`config.mk`:
```
export PLATFORM = sky130hd
export DESIGN_NAME = eartm_queue
export DESIGN_NICKNAME = d
export VERILOG_FILES = /design/src/rtl/core/eartm_pkg.sv /design/src/rtl/core/eartm_queue.sv
export SDC_FILE = /design/constraint.sdc
export NUM_CORES = 1
export LEC_CHECK = 0
export BUFFER_PORTS_ARGS = -buffer_cell sky130_fd_sc_hd__buf_2
export CAP_MARGIN = 10
export CORE_MARGIN = 2
export CORE_UTILIZATION = 23
export CTS_CLUSTER_SIZE = 30
export DETAILED_ROUTE_END_ITERATION = 6
export PLACE_DENSITY = 0.4
export SYNTH_ARGS = -nofsm -noshare
export SYNTH_HDL_FRONTEND = slang
export SYNTH_SLANG_ARGS = --single-unit
```
`constraint.sdc`:
```
create_clock -name i_clk -period 5.96 [get_ports i_clk]
set_clock_uncertainty 0.2 [all_clocks]
set_input_delay 1.192 -clock i_clk [delete_from_list [all_inputs] [get_ports i_clk]]
set_output_delay 1.192 -clock i_clk [all_outputs]
set_load 0.02 [all_outputs]
```
`src/rtl/core/eartm_pkg.sv`:
```
// Shared types, constants and a helper function for the rotation matrix unit.
`timescale 1ns / 1ps

package eartm_pkg;

    // Angle and element formats.
    localparam int ANGLE_BITS        = 16;
    localparam int ELEMENT_FRAC_BITS = 14;
    localparam int WQ                = 30;

    // Internal Q30 value, signed, with headroom for the sign.
    typedef logic signed [31:0] t_q30;
    typedef t_q30 t_mat [3][3];

    localparam logic [30:0] WONE    = 31'(64'd1 << WQ);
    localparam logic [31:0] PI_Q30  = 32'd3373259426;
    localparam logic [ANGLE_BITS-2:0] QUARTER = (ANGLE_BITS-1)'(64'd1 << (ANGLE_BITS - 2));
    localparam logic [ANGLE_BITS-2:0] EIGHTH  = (ANGLE_BITS-1)'(64'd1 << (ANGLE_BITS - 3));
    localparam logic [ANGLE_BITS-1:0] TILT    = ANGLE_BITS'(3 * (64'd1 << (ANGLE_BITS - 3)));

    // Series divisors as exact reciprocal multiplies. Dividends stay below 2^30,
    // so a shift of 30 + ceil(log2(d)) and a rounded-up reciprocal is exact.
    localparam int SERIES_STEPS = 5;
    localparam int SIN_SH [SERIES_STEPS] = '{37, 37, 36, 35, 33};
    localparam int COS_SH [SERIES_STEPS] = '{38, 37, 36, 35, 34};
    localparam logic [30:0] SIN_M [SERIES_STEPS] = '{
        31'(((64'd1 << 37) + 64'd109) / 64'd110),
        31'(((64'd1 << 37) + 64'd71) / 64'd72),
        31'(((64'd1 << 36) + 64'd41) / 64'd42),
        31'(((64'd1 << 35) + 64'd19) / 64'd20),
        31'(((64'd1 << 33) + 64'd5) / 64'd6)
    };
    localparam logic [30:0] COS_M [SERIES_STEPS] = '{
        31'(((64'd1 << 38) + 64'd131) / 64'd132),
        31'(((64'd1 << 37) + 64'd89) / 64'd90),
        31'(((64'd1 << 36) + 64'd55) / 64'd56),
        31'(((64'd1 << 35) + 64'd29) / 64'd30),
        31'(((64'd1 << 34) + 64'd11) / 64'd12)
    };

    // Pipeline depths.
    localparam int SC_LAT     = 13;
    localparam int BACK_LAT   = SC_LAT + 3;
    localparam int QDEPTH     = 4;
    localparam int QPTR_BITS  = $clog2(QDEPTH);

    // Output rounding and saturation.
    localparam int RSH = WQ - ELEMENT_FRAC_BITS;
    localparam logic signed [39:0] RND = (40'sd1 <<< RSH) >>> 1;
    localparam logic signed [39:0] LIM = 40'sd1 <<< ELEMENT_FRAC_BITS;

    typedef enum logic [1:0] {
        KIND_XYZ        = 2'd0,
        KIND_ZYX        = 2'd1,
        KIND_TILT_LEFT  = 2'd2,
        KIND_TILT_RIGHT = 2'd3
    } t_kind;

    typedef enum logic [1:0] {
        AXIS_X = 2'd0,
        AXIS_Y = 2'd1,
        AXIS_Z = 2'd2
    } t_axis;

    typedef struct packed {
        logic        [1:0]  kind;
        logic signed [15:0] angle_first;
        logic signed [15:0] angle_second;
        logic signed [15:0] angle_third;
    } t_req;

    typedef struct packed {
        logic signed [15:0] m00;
        logic signed [15:0] m01;
        logic signed [15:0] m02;
        logic signed [15:0] m10;
        logic signed [15:0] m11;
        logic signed [15:0] m12;
        logic signed [15:0] m20;
        logic signed [15:0] m21;
        logic signed [15:0] m22;
    } t_resp;

    // One classified job: three elementary rotations, applied left to right.
    typedef struct packed {
        t_axis                  ax0;
        t_axis                  ax1;
        t_axis                  ax2;
        logic [ANGLE_BITS-1:0]  ph0;
        logic [ANGLE_BITS-1:0]  ph1;
        logic [ANGLE_BITS-1:0]  ph2;
    } t_job;

    // Queue handshake toward the back end.
    typedef struct packed {
        logic valid;
        logic pop;
    } t_qlink;

    function automatic t_mat rot_mat(t_axis ax, t_q30 s, t_q30 c);
        t_mat m;
        for (int i = 0; i < 3; i++) begin
            for (int j = 0; j < 3; j++) begin
                m[i][j] = (i == j) ? t_q30'({1'b0, WONE}) : '0;
            end
        end
        case (ax)
            AXIS_X: begin
                m[1][1] = c;  m[2][2] = c;
                m[1][2] = -s; m[2][1] = s;
            end
            AXIS_Y: begin
                m[2][2] = c;  m[0][0] = c;
                m[0][2] = s;  m[2][0] = -s;
            end
            AXIS_Z: begin
                m[0][0] = c;  m[1][1] = c;
                m[0][1] = -s; m[1][0] = s;
            end
            default: begin
            end
        endcase
        return m;
    endfunction

endpackage

```
`src/rtl/core/eartm_queue.sv`:
```
// Short job queue between the front end and the back end.
`timescale 1ns / 1ps

module eartm_queue import eartm_pkg::*; (
    input  logic   i_clk,
    input  logic   i_rst_n,
    input  logic   i_push,
    input  t_job   i_data,
    output logic   o_full,
    input  t_qlink i_link,
    output t_qlink o_link,
    output t_job   o_data
);

    t_job                 r_mem [QDEPTH];
    logic [QPTR_BITS-1:0] r_wr, r_rd;
    logic [QPTR_BITS:0]   r_cnt;
    logic                 pop;

    assign o_full        = (r_cnt == (QPTR_BITS+1)'(QDEPTH));
    assign o_link.valid  = (r_cnt != '0);
    assign o_link.pop    = 1'b0;
    assign pop           = i_link.pop && o_link.valid;
    assign o_data        = r_mem[r_rd];

    always_ff @(posedge i_clk) begin
        if (i_push) begin
            r_mem[r_wr] <= i_data;
        end
    end

    always_ff @(posedge i_clk) begin
        if (!i_rst_n) begin
            r_wr  <= '0;
            r_rd  <= '0;
            r_cnt <= '0;
        end else begin
            if (i_push) begin
                r_wr <= r_wr + 1'b1;
            end
            if (pop) begin
                r_rd <= r_rd + 1'b1;
            end
            r_cnt <= r_cnt + (QPTR_BITS+1)'(i_push) - (QPTR_BITS+1)'(pop);
        end
    end

endmodule

```
==> impl_metrics.py <==
metrics = {
    "timing": {
        "tightest_slew_ps": 971,
        "slew_headroom_pct": 35.3,
        "timing.final.crit_share_pct": 69.6,
        "period_minus_slack_ps": 4150,
        "finalSetupViolations": 0,
        "rsz0062_at_grt": "no",
        "tns_ps": 0,
        "drv_slew": 0,
        "hold_viol": 0,
        "fmax_mhz": 241,
    },
    "route": {
        "wl_per_cell_um": 18.0,
        "ant_nets": 0,
        "viasPerCell": 4.01,
        "drtIter0Drc": 171,
        "num_vias": 3767,
        "wl_um": 16900,
        "dr.pass1.iters": 4,
        "drc": 0,
    },
    "floorplanning": {
        "die_y_um": 194,
        "top_level_ports": 116,
        "rows": 69,
        "core_mm2": 0.0357,
        "die_area_mm2": 0.0378,
        "die_w_um": 194,
        "initial_core_util_pct": 23.4,
    },
    "critical_path": {
        "r2r-start": "r_cnt[1]",
        "required_ps": 4570,
        "critical_path_peak_fanout": 40,
        "path_class": "register to primary output",
        "ff2ff_setup_slack_ps": 3740,
        "cp-start-kind": "register",
        "r2r-end": "r_cnt[2]",
        "worstPathArrival_ps": 2750,
        "cp-end-kind": "primary output",
        "r2r_cells": 7,
    },
    "cells_and_area": {
        "fin_area_mm2": 0.0103,
        "area_growth_pct": 23.2,
        "layout-drive-gt1-share_pct": 44.8,
        "insertedDiodeCount": 0,
        "final_nets": 524,
        "finalNonFillerCells": 939,
    },
    "yosys": {
        "synth_cell_types": 24,
        "synth_edf_count": 216,
        "syn-num-nets": 395,
        "ys_ff_latch": 225,
        "yosysSeqAreaShare_pct": 79.9,
        "syn_inst": 329,
        "avgSynthCellArea_um2": 25.4,
        "synth_flop_cell": "edfxtp_1",
        "yosys_warnings": 0,
        "synthArstFlopShare_pct": 0,
        "synth_area_mm2": 0.00835,
    },
    "clock_tree": {
        "cts_buffer_depth": 3,
        "cts_root_buf": "clkbuf_16",
        "clock-sinks": 225,
        "cts_buffers": 26,
        "postCtsSetupRepairBufs": 0,
        "cts_tree": "done",
        "clkTransAtPathRegs_ps": 60,
        "worstSkewPairLatency_ps": 530,
        "cts-htree-levels": 1,
        "cts_resized": 0,
        "cts_hold_buf": 0,
    },
    "place": {
        "portBuffers": 113,
        "place_area_mm2": 0.00936,
        "place_congestion": 0.670,
        "dp_hpwl_um": 9020,
        "place_inst": 891,
    },
    "grt": {
        "grt_max_degree": 55,
        "antenna_found_initial": 0,
        "grt_usage_pct": 8.79,
        "overflow": 0,
        "first_global_vias": 4205,
        "grt_pass1_wl_um": 25300,
    },
    "pwr": {
        "vdd_ir_drop_max_v": 0.000243,
        "p_leak_nw": 3.42,
        "powerDensity_mw_per_mm2": 419,
    },
    "status": {
        "outcome": "finished clean",
    },
    "hold_path": {
        "holdPathStages": 2,
        "hold_path_class": "register to register",
        "hold_path_startpoint": "r_rd[0]",
    },
    "job": {
        "cap_violations": 0,
    },
}
-- final cells by class --
cell class | count | area, um^2
Fill cell | 3516 | 25400
Tap cell | 461 | 577
Multi-Input combinational cell | 85 | 1520
Clock inverter | 20 | 235
Sequential cell | 225 | 6670
Clock buffer | 28 | 679
Inverter | 6 | 22.5
Timing Repair Buffer | 114 | 573
-- through the flow --
| stage | power, W | worst slack (ps) | util, % | hold slack (ps) |
|---|---|---|---|---|
| CTS | 0.00440 | 1640 | 28.8 | 284 |
| global route | 0.00451 | 1530 | 28.8 | 302 |
| detailed placement | 0.00270 | 2220 | 26.3 | 274 |
| global placement | 0.00268 | 2230 | 26.3 | 255 |
| floorplan | 0.00249 | 2870 | - | 249 |
| finish | 0.00431 | 1810 | 28.8 | 283 |
-- flip-flops by register name, summed over array words and instances, names as in the netlist, named ones only --
signal,cells
r_mem,216
r_rd,2
r_cnt,3
r_wr,2
-- how the worst max path moves through the flow --
stage	start	end	slack (ps)	cells after the start
final	register	o_data[53]	1810	3
after global routing	register	o_data[53]	1530	3
after CTS	register	o_data[53]	1640	3
after detailed placement	register	o_data[53]	2220	3
after global placement	register	o_data[53]	2230	3
after floorplan	i_push	r_mem[0][0]	2870	1
-- Yosys cell counts, types with 2 or more instances --
master	instances	area, um^2
nand2_1	2	7.51
and2_1	8	50.1
buf_12	5	100
inv_1	6	22.5
edfxtp_1	216	6490
mux2i_1	4	40.0
buf_2	5	25.0
mux4_2	50	1130
dfxtp_1	9	180
nand2b_1	2	12.5
ha_1	6	75.1
mux4_1	4	105
-- cell families after synthesis --
kind of cell / share of synthesized area, %
multiplexers: 15.2
AND/OR/NAND/NOR: 1.06
AO/OA/AOI/OAI: 0.210
adder cells (fa/ha/maj): 1.14
XOR/XNOR: 0.375
other: 0.0449
flip-flops: 79.9
buffers and inverters: 2.05
-- per-layer routing --
layer	wire length, um	up-vias	global-route usage (%)
met3	1090	32	2.27
met1	6990	1976	10.6
met4	448	0	3.11
met5	0	-	0
met2	8350	103	15.2
li1	-	1656	-
-- power by group --
part           switching, W  total (W)  internal [W]  leakage [nW]
combinational      0.000364   0.000696      0.000332         0.917
clock              0.000633    0.00167       0.00104         0.441
sequential         0.000112    0.00194       0.00183          2.06
-- critical path: stages, from the launching register on --
cell     delay, ps
dfxtp_4        930
buf_4          460
mux4_1         630
buf_2          180
-- cells in the final DEF (no fill, tap or decap), types with 2 or more instances in the layout --
cell,n
nand2_1,2
mux2i_1,4
inv_1,6
and2_4,4
mux4_1,4
dfxtp_4,2
bufinv_16,5
clkinv_2,7
nand2b_1,2
edfxtp_1,216
clkbuf_16,27
clkinvlp_4,4
ha_1,6
clkinv_1,3
mux4_2,50
dfxtp_1,7
and2_1,4
buf_2,113
Note: power is estimated with default switching activity, not from simulation.
