===== config.mk =====
export PLATFORM = sky130hd
export DESIGN_NAME = eartm_front
export DESIGN_NICKNAME = d
export VERILOG_FILES = /design/src/rtl/core/eartm_pkg.sv /design/src/rtl/core/eartm_front.sv
export SDC_FILE = /design/constraint.sdc
export NUM_CORES = 1
export LEC_CHECK = 0
export BUFFER_PORTS_ARGS = -buffer_cell sky130_fd_sc_hd__buf_2
export CORE_ASPECT_RATIO = 0.75
export CORE_MARGIN = 5
export CORE_UTILIZATION = 35
export DETAILED_ROUTE_END_ITERATION = 10
export PLACE_DENSITY = 0.78
export SETUP_SLACK_MARGIN = 0.05
export SYNTH_ARGS = -nofsm -noshare
export SYNTH_HDL_FRONTEND = slang
export SYNTH_SLANG_ARGS = --single-unit

===== constraint.sdc =====
create_clock -name vclk -period 3.5
set_input_delay 0.175 -clock vclk [all_inputs]
set_output_delay 0.175 -clock vclk [all_outputs]
set_load 0.005 [all_outputs]

===== src/rtl/core/eartm_pkg.sv =====
// Shared types, constants and a helper function for the rotation matrix unit.
`timescale 1ns / 1ps

package eartm_pkg;

    // Angle and element formats.
    localparam int ANGLE_BITS        = 16;
    localparam int ELEMENT_FRAC_BITS = 14;
    localparam int WQ                = 30;

    // Internal Q30 value, signed, with headroom for the sign.
    typedef logic signed [31:0] t_q30;
    typedef t_q30 t_mat [3][3];

    localparam logic [30:0] WONE    = 31'(64'd1 << WQ);
    localparam logic [31:0] PI_Q30  = 32'd3373259426;
    localparam logic [ANGLE_BITS-2:0] QUARTER = (ANGLE_BITS-1)'(64'd1 << (ANGLE_BITS - 2));
    localparam logic [ANGLE_BITS-2:0] EIGHTH  = (ANGLE_BITS-1)'(64'd1 << (ANGLE_BITS - 3));
    localparam logic [ANGLE_BITS-1:0] TILT    = ANGLE_BITS'(3 * (64'd1 << (ANGLE_BITS - 3)));

    // Series divisors as exact reciprocal multiplies. Dividends stay below 2^30,
    // so a shift of 30 + ceil(log2(d)) and a rounded-up reciprocal is exact.
    localparam int SERIES_STEPS = 5;
    localparam int SIN_SH [SERIES_STEPS] = '{37, 37, 36, 35, 33};
    localparam int COS_SH [SERIES_STEPS] = '{38, 37, 36, 35, 34};
    localparam logic [30:0] SIN_M [SERIES_STEPS] = '{
        31'(((64'd1 << 37) + 64'd109) / 64'd110),
        31'(((64'd1 << 37) + 64'd71) / 64'd72),
        31'(((64'd1 << 36) + 64'd41) / 64'd42),
        31'(((64'd1 << 35) + 64'd19) / 64'd20),
        31'(((64'd1 << 33) + 64'd5) / 64'd6)
    };
    localparam logic [30:0] COS_M [SERIES_STEPS] = '{
        31'(((64'd1 << 38) + 64'd131) / 64'd132),
        31'(((64'd1 << 37) + 64'd89) / 64'd90),
        31'(((64'd1 << 36) + 64'd55) / 64'd56),
        31'(((64'd1 << 35) + 64'd29) / 64'd30),
        31'(((64'd1 << 34) + 64'd11) / 64'd12)
    };

    // Pipeline depths.
    localparam int SC_LAT     = 13;
    localparam int BACK_LAT   = SC_LAT + 3;
    localparam int QDEPTH     = 4;
    localparam int QPTR_BITS  = $clog2(QDEPTH);

    // Output rounding and saturation.
    localparam int RSH = WQ - ELEMENT_FRAC_BITS;
    localparam logic signed [39:0] RND = (40'sd1 <<< RSH) >>> 1;
    localparam logic signed [39:0] LIM = 40'sd1 <<< ELEMENT_FRAC_BITS;

    typedef enum logic [1:0] {
        KIND_XYZ        = 2'd0,
        KIND_ZYX        = 2'd1,
        KIND_TILT_LEFT  = 2'd2,
        KIND_TILT_RIGHT = 2'd3
    } t_kind;

    typedef enum logic [1:0] {
        AXIS_X = 2'd0,
        AXIS_Y = 2'd1,
        AXIS_Z = 2'd2
    } t_axis;

    typedef struct packed {
        logic        [1:0]  kind;
        logic signed [15:0] angle_first;
        logic signed [15:0] angle_second;
        logic signed [15:0] angle_third;
    } t_req;

    typedef struct packed {
        logic signed [15:0] m00;
        logic signed [15:0] m01;
        logic signed [15:0] m02;
        logic signed [15:0] m10;
        logic signed [15:0] m11;
        logic signed [15:0] m12;
        logic signed [15:0] m20;
        logic signed [15:0] m21;
        logic signed [15:0] m22;
    } t_resp;

    // One classified job: three elementary rotations, applied left to right.
    typedef struct packed {
        t_axis                  ax0;
        t_axis                  ax1;
        t_axis                  ax2;
        logic [ANGLE_BITS-1:0]  ph0;
        logic [ANGLE_BITS-1:0]  ph1;
        logic [ANGLE_BITS-1:0]  ph2;
    } t_job;

    // Queue handshake toward the back end.
    typedef struct packed {
        logic valid;
        logic pop;
    } t_qlink;

    function automatic t_mat rot_mat(t_axis ax, t_q30 s, t_q30 c);
        t_mat m;
        for (int i = 0; i < 3; i++) begin
            for (int j = 0; j < 3; j++) begin
                m[i][j] = (i == j) ? t_q30'({1'b0, WONE}) : '0;
            end
        end
        case (ax)
            AXIS_X: begin
                m[1][1] = c;  m[2][2] = c;
                m[1][2] = -s; m[2][1] = s;
            end
            AXIS_Y: begin
                m[2][2] = c;  m[0][0] = c;
                m[0][2] = s;  m[2][0] = -s;
            end
            AXIS_Z: begin
                m[0][0] = c;  m[1][1] = c;
                m[0][1] = -s; m[1][0] = s;
            end
            default: begin
            end
        endcase
        return m;
    endfunction

endpackage


===== src/rtl/core/eartm_front.sv =====
// Front end: turns a request into three axis rotations with their phases.
`timescale 1ns / 1ps

module eartm_front import eartm_pkg::*; (
    input  t_req i_req,
    output t_job o_job
);

    logic [ANGLE_BITS-1:0] a, b, c;

    always_comb begin
        a = ANGLE_BITS'(i_req.angle_first);
        b = ANGLE_BITS'(i_req.angle_second);
        c = ANGLE_BITS'(i_req.angle_third);
        case (t_kind'(i_req.kind))
            KIND_XYZ: begin
                o_job = '{ax0: AXIS_X, ax1: AXIS_Y, ax2: AXIS_Z, ph0: a, ph1: b, ph2: c};
            end
            KIND_ZYX: begin
                o_job = '{ax0: AXIS_Z, ax1: AXIS_Y, ax2: AXIS_X, ph0: c, ph1: b, ph2: a};
            end
            KIND_TILT_LEFT: begin
                o_job = '{ax0: AXIS_X, ax1: AXIS_Z, ax2: AXIS_X,
                          ph0: TILT, ph1: ANGLE_BITS'(-a), ph2: ANGLE_BITS'(-TILT)};
            end
            default: begin
                o_job = '{ax0: AXIS_X, ax1: AXIS_Z, ax2: AXIS_X,
                          ph0: ANGLE_BITS'(-TILT), ph1: a, ph2: TILT};
            end
        endcase
    end

endmodule


==> results_dict.tcl, run 1 <==
set metrics [dict create \
    synthCells 178 \
    fmax_ghz 0.5614 \
    gp_congestion 0.8337 \
    finalHoldViolCount 0 \
    dp.final_hpwl_um 2823 \
    endpoint_kind "primary output" \
    drive_above_1_share_pct 40.91 \
    num-clock-buffers 0 \
    vias_per_cell 4.907 \
    status "finished, final reports clean" \
    dieArea_sq_um 4320 \
    crit_path_start "i_req[48]" \
    drc 0 \
    setup_violations 0 \
    top_layer "met3" \
    seq_cells 0 \
    period_minus_slack_ps 1781 \
    antenna_found_initial 0 \
    vias 1482 \
    met1_length_um 1546 \
    post-place-ws_ps 1714 \
    wl_um 3502 \
    crit_fanout 32 \
    combinationalPowerShare_pct 100.0 \
    dr.pass1.iters 4 \
    start_util_pct 36.65 \
    crit_required_ps 3320 \
    cts_setup_buffers 0 \
    avgSynthCellArea_sq_um 6.087 \
    place_inst 302 \
    wl_met2_um 1548 \
    wire_per_inst_um 11.60 \
    ios 104 \
    leakage_uw 0.0008886 \
    die_w_um 74.25 \
    setup_tns_ps 0 \
    slew_violations 0 \
    wl_met3_um 406 \
    fp-row-count 17 \
    synthDistinctLibCells 26 \
    relSlewSlack_pct 56.16 \
    ctsHoldBuffers 0 \
    seq_area_frac_synth_pct 0 \
    switching_share_pct 51.80 \
    areaGrowthSynthToFinish_pct 43.30 \
    antenna_cells 0 \
    cp-start-kind "primary input" \
    grt_max_degree 41 \
    rsz0062_at_grt "no" \
    ant_nets 0 \
    io_buffer_count 102 \
    grt-ovfl-total 0 \
    whs_ps 629.5 \
    netlist_area_sq_um 1084 \
    seqPwrFrac_pct 0 \
    min_path_type "in -> out" \
    fp.coreArea_sq_um 2957 \
    fin_ws_ps 1719 \
    clkPwrFrac_pct 0 \
    tightestPinTransition_ps 657.6 \
    nFillCells 305 \
    peakVddDrop_mv 0.06285 \
    die_h_um 58.19 \
    regArea_sq_um 0 \
    ys_warn_count 0 \
    p_sw_uw 102.5 \
    first_iter_violations 82 \
    grt_pass1_wl_um 5361 \
    p_int_uw 95.37 \
    finalNonFillerCells 302 \
    grt_util_all_layers_pct 14.41 \
    period_share_pct 50.90 \
    maxCapViolCount 0 \
    power_density_nw_per_um2 127.4 \
    endpoint "o_job[28]" \
    first_global_vias 1271 \
    worst_ep_arrival_time_ps 1610 \
    cts-resized-gates 0 \
    fin_nets 317 \
    crit_type "in -> out" \
]
## cell type report
cell class | instances | area, sq um | share of cell area (%)
multi-input cells | 152 | 949.7 | 61.16
repair buffers | 104 | 525.5 | 33.84
well taps | 38 | 47.55 | 3.062
inverters | 8 | 30.03 | 1.934
## cells in the final DEF, fill, tap and decap left out, drive strengths merged
cell type  Yosys  routed
ha             1       1
buf            8     104
inv            8       8
a21oi         18      18
nor3           5       5
nor2          53      53
nand2          9       9
conb           1       2
a31oi          5       5
nor4           4       4
xnor2         11      11
o21ai          6       6
a211o          2       2
nand4          2       2
nor3b          1       1
a41oi          2       2
nand2b         1       1
mux2           1       1
mux2i         29      29
## critical path, stage by stage
cell and delay [ps]:
buf_2 510, buf_4 390, a41oi_1 90, xnor2_1 160, a21oi_1 130, buf_2 130
## power groups by stage
stage	combinational, uW	sequential (uW)	clock, uW
2_1_floorplan	114	0	0
3_3_place_gp	198	0	0
3_5_place_dp	199	0	0
4_1_cts	200	0	0
5_1_grt	223	0	0
6_report	198	0	0
## metrics by stage
stage	instance area, sq um	power (uW)	util (%)
global route	1553	222.6	52.52
finish	1553	197.9	52.52
CTS	1553	200.3	52.52
floorplan	1087	113.8	-
global placement	1553	197.9	52.52
detailed placement	1553	199.2	52.52
## Yosys cell counts
| cell | number | area, sq um |
|---|---|---|
| a211o_1 | 2 | 17.52 |
| a21oi_1 | 18 | 90.09 |
| a31oi_1 | 5 | 31.28 |
| a41oi_1 | 2 | 17.52 |
| buf_1 | 1 | 3.750 |
| buf_2 | 3 | 15.01 |
| buf_4 | 4 | 30.03 |
| clkbuf_1 | 9 | 33.78 |
| clkbuf_8 | 1 | 13.76 |
| clkdlybuf4s15_2 | 1 | 11.26 |
| conb_1 | 1 | 3.750 |
| ha_1 | 1 | 12.51 |
| inv_1 | 8 | 30.03 |
| mux2_2 | 1 | 11.26 |
| mux2i_1 | 29 | 290.3 |
| nand2_1 | 9 | 33.78 |
| nand2b_1 | 1 | 6.260 |
| nand4_1 | 1 | 6.260 |
| nand4_2 | 1 | 12.51 |
| nor2_1 | 53 | 198.9 |
| nor3_1 | 5 | 25.02 |
| nor3b_1 | 1 | 7.510 |
| nor4_1 | 2 | 12.51 |
| nor4_4 | 2 | 42.54 |
| o21ai_0 | 6 | 30.03 |
| xnor2_1 | 11 | 96.34 |
## metal layers
metal	track usage [%]	up-vias
li1	-	774
met1	19.37	644
met2	25.38	64
met3	2.773	0
met4	0	0
met5	0	-
## logic make-up (layout without fill, tap and decap cells)
group | after synthesis | after routing | share of synthesized area [%]
and+or+nand+nor | 75 | 75 | 31.87
AOI/OAI and AO/OA | 33 | 33 | 17.21
muxes | 30 | 30 | 27.83
buffers and inverters | 27 | 112 | 12.70
xor gates and xnor gates | 11 | 11 | 8.891
adders and majority gates | 1 | 1 | 1.155
other | 1 | 2 | 0.3461
## worst min-delay path by stage
stage / from / end / slack [ps] / cells past startpoint
floorplan: i_req[13] / o_job[13] / 450 / 2
global placement: i_req[29] / o_job[29] / 630 / 3
detailed placement: i_req[29] / o_job[29] / 630 / 3
CTS: i_req[29] / o_job[29] / 630 / 3
global route: i_req[14] / o_job[14] / 670 / 4
finish: i_req[29] / o_job[29] / 630 / 3
Note: power is estimated with default switching activity, not from simulation.
==> run 2: changes to the inputs <==
clock period = 1.8 ns   (was 3.5 ns; I/O delays follow)
==> run 2 against run 1 <==
  * Core utilization rose by 1.3 points
  * Global-route usage is 1.1 points higher
  * Sequential share of layout area unchanged
  * Count of clock-buffer cells in the layout unchanged
  * Die area unchanged
==> results_dict.tcl, run 2 (synthesis gave the netlist of run 1 again) <==
set metrics [dict create \
    status "finished, final reports clean" \
    crit_required_ps 1710 \
    regArea_sq_um 0 \
    ant_nets 0 \
    crit_family "simple AND/OR/NAND/NOR gates" \
    fp.coreArea_sq_um 2957 \
    grt_max_degree 22 \
    cts-resized-gates 0 \
    nFillCells 327 \
    grt_pass1_wl_um 5706 \
    finalNonFillerCells 307 \
    num-clock-buffers 0 \
    hp-start "i_req[29]" \
    endpoint_kind "primary output" \
    power_density_nw_per_um2 249.0 \
    dp.final_hpwl_um 2974 \
    finalHoldViolCount 0 \
    first_iter_violations 79 \
    multi_input_comb_area_sq_um 949.7 \
    antenna_found_initial 0 \
    setup_tns_ps 0 \
    areaGrowthSynthToFinish_pct 46.77 \
    worst_path_max_delay_cell "nor4_4" \
    ctsHoldBuffers 0 \
    wire_per_inst_um 11.85 \
    layout_common_cells "buf_2 (102), nor2_1 (53), mux2i_1 (29), a21oi_1 (18), xnor2_1 (11)" \
    grt_util_all_layers_pct 15.47 \
    die_h_um 58.19 \
    place_inst 307 \
    fin_ws_ps 324.5 \
    rsz0062_at_grt "no" \
    final_common_cell "buf_2" \
    die_w_um 74.25 \
    fp-row-count 17 \
    max_stage_delay_ps 410 \
    first_global_vias 1242 \
    worst-path-buf-inv 2 \
    whs_endpoint "o_job[29]" \
    crit_fanout 7 \
    period_minus_slack_ps 1476 \
    start_util_pct 36.65 \
    whs_ps 455.1 \
    worst_ep_arrival_time_ps 1390 \
    grt-ovfl-total 0 \
    fin_nets 322 \
    gp_congestion 0.8215 \
    vias 1497 \
    cpMostUsedCell "buf_2" \
    min_path_type "in -> out" \
    drc 0 \
    cp-start-kind "primary input" \
    dieArea_sq_um 4320 \
    holdPathStages 3 \
    slew_violations 0 \
    setup_violations 0 \
    crit_chain "buf_2 > nor4_4 > nand4_2 > nor3b_1 > a211o_1 > buf_2" \
    antenna_cells 0 \
    drive_above_1_share_pct 42.01 \
    wl_um 3638 \
    post-place-ws_ps 324.1 \
    dr.pass1.iters 4 \
    maxCapViolCount 0 \
    fmax_ghz 0.6777 \
    cts_setup_buffers 0 \
    leakage_uw 0.0009132 \
    io_buffer_count 102 \
    seq_cells 0 \
    period_share_pct 81.97 \
    crit_type "in -> out" \
    ios 104 \
    peakVddDrop_mv 0.1259 \
    vias_per_cell 4.876 \
]
[run 2: tightest hold or removal path: stages]
cell and delay (ps):
buf_2 70, a211o_1 100, buf_2 100
[run 2: cell type report]
cell class | instances | area share (%)
inverters | 8 | 1.888
multi-input cells | 152 | 59.72
well taps | 38 | 2.990
repair buffers | 109 | 35.41
[run 2: power breakdown]
part | internal, uW | leakage (uW) | total, uW | switching (uW)
combinational | 192 | 0.000913 | 396 | 204
sequential | 0 | 0 | 0 | 0
clock | 0 | 0 | 0 | 0
total | 192 | 0.000913 | 396 | 204
[run 2: per-stage QoR]
step	instance area (sq um)	util, %	power (uW)
floorplan	1087	-	221.4
global placement	1590	53.79	392.9
detailed placement	1590	53.79	398.0
CTS	1590	53.79	400.5
global route	1590	53.79	444.3
finish	1590	53.79	396.1
[run 2: how the worst max path moves through the flow]
stage,from,endpoint,slack (ps),cells after the start
floorplan,i_req[35],o_job[29],530,5
global placement,i_req[38],o_job[29],340,6
detailed placement,i_req[38],o_job[29],320,6
CTS,i_req[38],o_job[29],320,6
global route,i_req[38],o_job[29],220,6
finish,i_req[38],o_job[29],320,6
[run 2: routing by layer]
| layer | track usage (%) | up-vias | wire [um] |
|---|---|---|---|
| li1 | - | 783 | - |
| met1 | 22.02 | 652 | 1635 |
| met2 | 26.39 | 62 | 1624 |
| met3 | 2.080 | 0 | 379 |
| met4 | 0 | 0 | 0 |
| met5 | 0 | - | 0 |
